### config.mk
export PLATFORM = sky130hd
export DESIGN_NAME = aep_mulq
export DESIGN_NICKNAME = d
export VERILOG_FILES = /design/src/aep_pkg.sv /design/src/aep_mulq.sv
export SDC_FILE = /design/constraint.sdc
export NUM_CORES = 2
export LEC_CHECK = 0
export ABC_AREA = 1
export BUFFER_PORTS_ARGS = -buffer_cell sky130_fd_sc_hd__buf_4
export CORE_MARGIN = 4
export CORE_UTILIZATION = 40
export CTS_BUF_LIST = sky130_fd_sc_hd__clkbuf_4 sky130_fd_sc_hd__clkbuf_8 sky130_fd_sc_hd__clkbuf_16
export DETAILED_ROUTE_END_ITERATION = 6
export GPL_ROUTABILITY_DRIVEN = 0
export GPL_TIMING_DRIVEN = 0
export HOLD_SLACK_MARGIN = 0.12
export PLACE_DENSITY_LB_ADDON = 0.08
export SLEW_MARGIN = 20
export SYNTH_ARGS = -nofsm -noshare
export SYNTH_HDL_FRONTEND = slang
export SYNTH_SLANG_ARGS = --single-unit
### constraint.sdc
create_clock -name clk -period 15.27 [get_ports clk]
set_input_delay 0.7635 -clock clk [delete_from_list [all_inputs] [get_ports clk]]
set_output_delay 0.7635 -clock clk [all_outputs]
set_load 0.005 [all_outputs]
### src/aep_pkg.sv
// aep_pkg: shared widths, fixed-point constants and the arctangent table function
// for the azimuthal equidistant projection. No dependencies.

package aep_pkg;

	// CORDIC depth and step index width
	localparam int CORDIC_STEPS = 32;
	localparam int STEP_W = $clog2(CORDIC_STEPS);

	// datapath widths: Q.32 values in DW bits, multiplier operand magnitudes in MW bits
	localparam int DW = 40;
	localparam int MW = 36;
	localparam int OW = 36;

	// configuration register indexes
	localparam int CFG_AW = 1;
	localparam logic [CFG_AW-1:0] REG_REF_LAT = 1'b0;
	localparam logic [CFG_AW-1:0] REG_REF_LON = 1'b1;

	localparam logic [63:0] PI60 = 64'h3243F6A8885A308D;
	localparam logic [63:0] PI_Q_64 = (PI60 + 64'd134217728) >> 28;
	localparam logic [63:0] HALF_PI_Q_64 = (PI60 + 64'd268435456) >> 29;
	localparam logic signed [DW-1:0] PI_Q = PI_Q_64[DW-1:0];
	localparam logic signed [DW-1:0] HALF_PI_Q = HALF_PI_Q_64[DW-1:0];
	localparam logic signed [DW-1:0] ONE_Q = {{(DW-33){1'b0}}, 1'b1, 32'd0};
	localparam logic signed [DW-1:0] GAIN_Q = {{(DW-32){1'b0}}, 32'h9B74EDA8};

	// degrees * 1e7 to Q.32 radians, applied to the magnitude
	localparam logic [63:0] DEG_COEF_64 = (64'd2 * PI60 + 64'd900000000) / 64'd1800000000;
	localparam logic [31:0] DEG_COEF = DEG_COEF_64[31:0];

	localparam logic signed [32:0] HALF_TURN_E7 = 33'sd1800000000;
	localparam logic signed [32:0] FULL_TURN_E7 = 33'sd3600000000;

	localparam logic [63:0] RADIUS_64 = 64'd6371000000;
	localparam logic [63:0] OUT_LIM_64 = 64'd20015087000;
	localparam logic signed [DW-1:0] RADIUS_MM = RADIUS_64[DW-1:0];
	localparam logic signed [DW-1:0] OUT_LIM = OUT_LIM_64[DW-1:0];

	// round(atan(2^-i) * 2^32) from the alternating series at 60 fraction bits
	function automatic logic signed [DW-1:0] atan_entry(input int i);
		logic [63:0] v;
		logic [63:0] r;
		v = '0;
		if (i == 0) begin
			v = PI60 >> 2;
		end else begin
			if (i <= 60) v = v + (64'd1 << (60 - i));
			if (3 * i <= 60) v = v - ((64'd1 << (60 - 3 * i)) / 64'd3);
			if (5 * i <= 60) v = v + ((64'd1 << (60 - 5 * i)) / 64'd5);
			if (7 * i <= 60) v = v - ((64'd1 << (60 - 7 * i)) / 64'd7);
			if (9 * i <= 60) v = v + ((64'd1 << (60 - 9 * i)) / 64'd9);
			if (11 * i <= 60) v = v - ((64'd1 << (60 - 11 * i)) / 64'd11);
			if (13 * i <= 60) v = v + ((64'd1 << (60 - 13 * i)) / 64'd13);
			if (15 * i <= 60) v = v - ((64'd1 << (60 - 15 * i)) / 64'd15);
			if (17 * i <= 60) v = v + ((64'd1 << (60 - 17 * i)) / 64'd17);
			if (19 * i <= 60) v = v - ((64'd1 << (60 - 19 * i)) / 64'd19);
			if (21 * i <= 60) v = v + ((64'd1 << (60 - 21 * i)) / 64'd21);
			if (23 * i <= 60) v = v - ((64'd1 << (60 - 23 * i)) / 64'd23);
			if (25 * i <= 60) v = v + ((64'd1 << (60 - 25 * i)) / 64'd25);
			if (27 * i <= 60) v = v - ((64'd1 << (60 - 27 * i)) / 64'd27);
			if (29 * i <= 60) v = v + ((64'd1 << (60 - 29 * i)) / 64'd29);
			if (31 * i <= 60) v = v - ((64'd1 << (60 - 31 * i)) / 64'd31);
			if (33 * i <= 60) v = v + ((64'd1 << (60 - 33 * i)) / 64'd33);
			if (35 * i <= 60) v = v - ((64'd1 << (60 - 35 * i)) / 64'd35);
			if (37 * i <= 60) v = v + ((64'd1 << (60 - 37 * i)) / 64'd37);
			if (39 * i <= 60) v = v - ((64'd1 << (60 - 39 * i)) / 64'd39);
			if (41 * i <= 60) v = v + ((64'd1 << (60 - 41 * i)) / 64'd41);
			if (43 * i <= 60) v = v - ((64'd1 << (60 - 43 * i)) / 64'd43);
			if (45 * i <= 60) v = v + ((64'd1 << (60 - 45 * i)) / 64'd45);
			if (47 * i <= 60) v = v - ((64'd1 << (60 - 47 * i)) / 64'd47);
			if (49 * i <= 60) v = v + ((64'd1 << (60 - 49 * i)) / 64'd49);
			if (51 * i <= 60) v = v - ((64'd1 << (60 - 51 * i)) / 64'd51);
			if (53 * i <= 60) v = v + ((64'd1 << (60 - 53 * i)) / 64'd53);
			if (55 * i <= 60) v = v - ((64'd1 << (60 - 55 * i)) / 64'd55);
			if (57 * i <= 60) v = v + ((64'd1 << (60 - 57 * i)) / 64'd57);
			if (59 * i <= 60) v = v - ((64'd1 << (60 - 59 * i)) / 64'd59);
		end
		r = (v + 64'd134217728) >> 28;
		return r[DW-1:0];
	endfunction

endpackage

### src/aep_mulq.sv
// aep_mulq: Q.32 product rounded half away from zero, two register stages.
// Depends on aep_pkg.

module aep_mulq
	import aep_pkg::*;
(
	input  logic                 clk,
	input  logic                 en,
	input  logic signed [DW-1:0] a,
	input  logic signed [DW-1:0] b,
	output logic signed [DW-1:0] p
);

	logic signed [DW-1:0] a_abs;
	logic signed [DW-1:0] b_abs;
	logic [2*MW-1:0]      prod_s1;
	logic                 neg_s1;
	logic [DW-1:0]        rnd;
	logic signed [DW-1:0] p_s2;

	assign a_abs = a[DW-1] ? -a : a;
	assign b_abs = b[DW-1] ? -b : b;

	always_ff @(posedge clk) begin
		if (en) begin
			prod_s1 <= a_abs[MW-1:0] * b_abs[MW-1:0];
			neg_s1  <= a[DW-1] ^ b[DW-1];
		end
	end

	assign rnd = DW'(prod_s1[2*MW-1:32]) + DW'(prod_s1[31]);

	always_ff @(posedge clk) begin
		if (en) begin
			p_s2 <= neg_s1 ? -$signed(rnd) : $signed(rnd);
		end
	end

	assign p = p_s2;

endmodule

* Yosys cells after proc, flatten, opt, wreduce, memory -nomap -nowiden
Index checks and enable logic that the tools add are counted.
** Cells by class
- Shifts and indexed selects :: 0
- Add/sub/neg operators :: 4
- Eq/ne operators :: 0
- Order comparisons :: 0
- Divide/modulo/power cells :: 0
- Multipliers :: 1
- Bitwise gates (word level) :: 1
- Mux-type cells :: 3
- Reductions and logical operators :: 0
** Operators by type and width (number)
- multiplier 36 x 36 -> 72 bit :: 1
- two-way mux 36 bit :: 2
- negator 36 bit :: 2
- adder 40 x 1 -> 40 bit :: 1
- two-way mux 40 bit :: 1
- negator 40 bit :: 1
- XOR 1 bit :: 1
** Word-level totals
- Input port bits :: 82
- Logic and storage cells :: 12
- Output and inout port bits :: 40
- Register bits after elaboration :: 113
- ROM bits :: 0
- Bits in writable memories :: 0
- Latch bits :: 0
- Memories :: 0

* Longest topological paths before layout
- Word-level depth :: 3
- Mapped depth :: 44
- Mapped depth without buffers :: 44

* Worst setup path before layout
No wires, ideal clock.
- Path type :: input to register
- Start :: input a[0]
- End :: register prod_s1[65], data pin
- Setup time :: 252 ps
- Buffers on the path :: 2
- Path slack :: 6803 ps
- Data required time :: 15018 ps
- Stages on the path :: 34
- Data arrival time :: 8215 ps
- Path through :: inv_2 > clkbuf_1 > ha_1 > nand3_1 > or3_1 > nor4_2 > xor2_1 > nand2_1 > nand2_2 > inv_2 > clkbuf_1 > nand2_1 > fa_1 > fa_1 > inv_1 > fa_1 > fa_1 > fa_1 > fa_1 > fa_1 > inv_1 > fa_1 > inv_1 > ha_1 > a21oi_1 > inv_1 > a31oi_1 > o21ai_0 > a21oi_1 > nor2_1 > a211oi_1 > nand2_1 > nand2_1 > nand2_1
** On the way
- Cells in the longest elaborated chain, start to end :: 3
** RTL lines
- start: declaration :: RTL line aep_mulq.sv:9 : input logic signed [DW-1:0] a,
- negator 36 bit :: RTL line aep_mulq.sv:21 : assign a_abs = a[DW-1] ? -a : a;
- two-way mux 36 bit (*) :: RTL line aep_mulq.sv:21
- multiplier 36 x 36 -> 72 bit (*) :: RTL line aep_mulq.sv:26 : prod_s1 <= a_abs[MW-1:0] * b_abs[MW-1:0];
- end signal: assignment :: RTL line aep_mulq.sv:26
- end: declaration :: RTL line aep_mulq.sv:16 : logic [2*MW-1:0] prod_s1;
Mark *: on every way between the ends. The rest lies on a longest branch, timed or not.
A chain may end at the register's enable or synchronous reset.

* Worst setup path in the final report
- Start :: input a[0]
- End :: register prod_s1[57], data pin
The elaborated chain is that of the path after synthesis.

==> results.cfg <==
[critical_path]
rr_endpoint = p[36]
cp.required_ns = 15.36
cp_max_fo = 10
ff2ff_setup_slack_ns = 12.16
end_kind = flop
crit_slowest_cell = clkbuf_1
crit_arrival_ns = 12.21
critical_path.max_stage_delay_ns = 0.92
crit_type = in -> reg
start_kind = input pin
worst_path_most_repeated_cell = fa_1
reg2reg_depth = 14
r2r_start = prod_s1[31]

[sta]
timing.setup.tns_ns = 0
worst_pin_slew_ns = 1.24
rsz0062_at_grt = no
period_minus_slack_ns = 12.11
fin_skew_ns = 0.00652
relSlewSlack_pct = 17.1
setup_violations = 0
final_max_slew_viol_count = 0
clock.fmax_mhz = 82.5
fin_crit_sh_pct = 79.3
final_hold_viol_count = 0
setup_ws_ns = 3.16

[floorplan]
die_x_um = 356
row_count = 127
initial_core_util_pct = 40.4
dieArea_mm2 = 0.127
core-area_mm2 = 0.120
io_pins = 122
fp.dieH_um = 356

[routing]
ant_nets = 0
wl_per_cell_um = 24.9
first_pass_iters = 6
via_count = 41137
drt-total-wl_mm = 197
drt_iter0_drc = 3986
viasPerCell = 5.19
drc = 0

[flow_run]
cap_viol_max_count = 0

[worst_hold_path]
holdCritPathClass = reg -> reg
holdPathStages = 1
hold_end = p[0]
min_from = prod_s1[32]

[clock_network]
cts.sinks = 82
cts_root_buffer = clkbuf_16
clkTransAtPathRegs_ns = 0.06
cts_max_level = 3
cts_tree = built
cts_inserted_buffers = 9
ctsLongestPathBuffers = 2
worstSkewPairLatency_ns = 0.35
cts_hold_buf = 0
cts_setup_buffers = 0
cts_resized = 0

[finish]
nets = 7833
area_growth_pct = 7.04
fill_cells = 12566
drive_gt1_share_pct = 5.39

[synth]
syn-cell-area_mm2 = 0.0486
synth_area_leaders = fa_1, inv_1, nand2_1, ha_1, nor2_1
syn_nets = 7703
synth_most_common_cell = inv_1
yosys.area.top_type_share_pct = 47.6
ys_warn_count = 0
netlist_top_cells_count = inv_1, nand2_1, fa_1, nor2_1, ha_1
synth-main-ff-cell = edfxtp_1
synth_top_area_cell = fa_1
synth_edf_count = 82
synth.distinct_cells = 49
async_reset_ff_share_pct = 0
syn_avg_cell_area_um2 = 7.87
yosysSeqAreaShare_pct = 5.07
synthCells = 6174
ys_seq_elements = 82

[placement]
place_ws_ns = 2.86
post-dp-hpwl_mm = 171
io_buffer_count = 112

[global_route]
gr-usage-all-layers_pct = 31.5
grt_max_degree = 83
antenna_found_initial = 8
grt-ovfl-total = 0
grt_first_pass_wirelength_mm = 289
grt_pass1_vias = 42666

[outcome]
status = finished clean
[metal layers]
layer | vias up | part of all wire (%) | GRT usage, %
li1 | 17971 | - | -
met1 | 20903 | 41 | 42.6
met2 | 1847 | 43 | 48.4
met3 | 408 | 9.2 | 6.11
met4 | 8 | 6.5 | 15.7
met5 | - | 0.044 | 0
[worst max path at each step]
stage / depth (start not counted) / slack, ns / startpoint / to
2_1_floorplan: 34 / 6.80 / a[0] / prod_s1[65]
3_3_place_gp: 35 / 2.63 / a[0] / prod_s1[60]
3_5_place_dp: 35 / 2.86 / a[0] / prod_s1[60]
4_1_cts: 35 / 3.23 / a[0] / prod_s1[60]
5_1_grt: 38 / 2.86 / a[0] / prod_s1[68]
6_report: 37 / 3.16 / a[0] / prod_s1[57]
[critical path: cells and delay by family]
| kind | cells | cell delay [ns] |
|---|---|---|
| AO/OA/AOI/OAI | 6 | 1.51 |
| XOR/XNOR | 1 | 0.14 |
| adder cells (fa/ha/maj) | 10 | 4.67 |
| buffers and inverters | 12 | 3.16 |
| AND/OR/NAND/NOR | 8 | 1.89 |
[registers in the layout, indices dropped and copies added (netlist names)]
signal	flops
p	40
prod_s1	41
neg_s1	1
[area by class of cell]
class                           count  area (µm²)  share of cell area (%)
Multi-Input combinational cell   4281       39300                    75.5
Antenna cell                        1        2.50                 0.00481
Tap cell                         1612        2020                    3.88
Clock buffer                        9         225                   0.433
Buffer                            212         957                    1.84
Sequential cell                    82        2460                    4.74
Timing Repair Buffer              119         927                    1.78
Inverter                         1599        6000                    11.5
Clock inverter                      6         130                   0.250
[kinds of logic (layout without fill, tap and decap cells)]
| logic type | Yosys count | count (layout) | share of synthesized area [%] |
|---|---|---|---|
| fa+ha+maj | 1447 | 1447 | 55.1 |
| other cells | 0 | 1 | 0 |
| simple gates | 2472 | 2472 | 20.4 |
| buf+inv | 1811 | 1945 | 14.3 |
| compound gates | 251 | 251 | 2.97 |
| flops | 82 | 82 | 5.07 |
| xor+xnor | 111 | 111 | 2.09 |
[cell usage in the layout, fill, tap and decap left out, types with 15 or more instances in the layout]
cell type and instances:
nand3b_1 15, nor3_1 30, nor2_1 664, nor4_1 15, a21o_1 16, a21oi_1 96
ha_1 292, xnor2_1 21, inv_1 1559, clkbuf_1 108, inv_2 26, buf_4 124
fa_1 1155, nand4_1 26, buf_2 74, xor2_1 74, edfxtp_1 82, nand2_1 1528
o21ai_0 77, nand2_2 23, nand3_1 125, o21bai_1 19
[stage by stage]
stage	utilization (%)	std cells	instance area (µm²)	hold WS, ns
2_1_floorplan	-	6174	48600	0.535
3_3_place_gp	42.7	7898	51400	0.583
3_5_place_dp	42.9	7904	51600	0.583
4_1_cts	43.2	7919	52000	0.603
5_1_grt	43.2	7920	52000	0.621
6_report	43.2	7921	52000	0.603
Power is not shown: default switching activity piles up to over one toggle a cycle in this logic, so the estimate is an artifact.
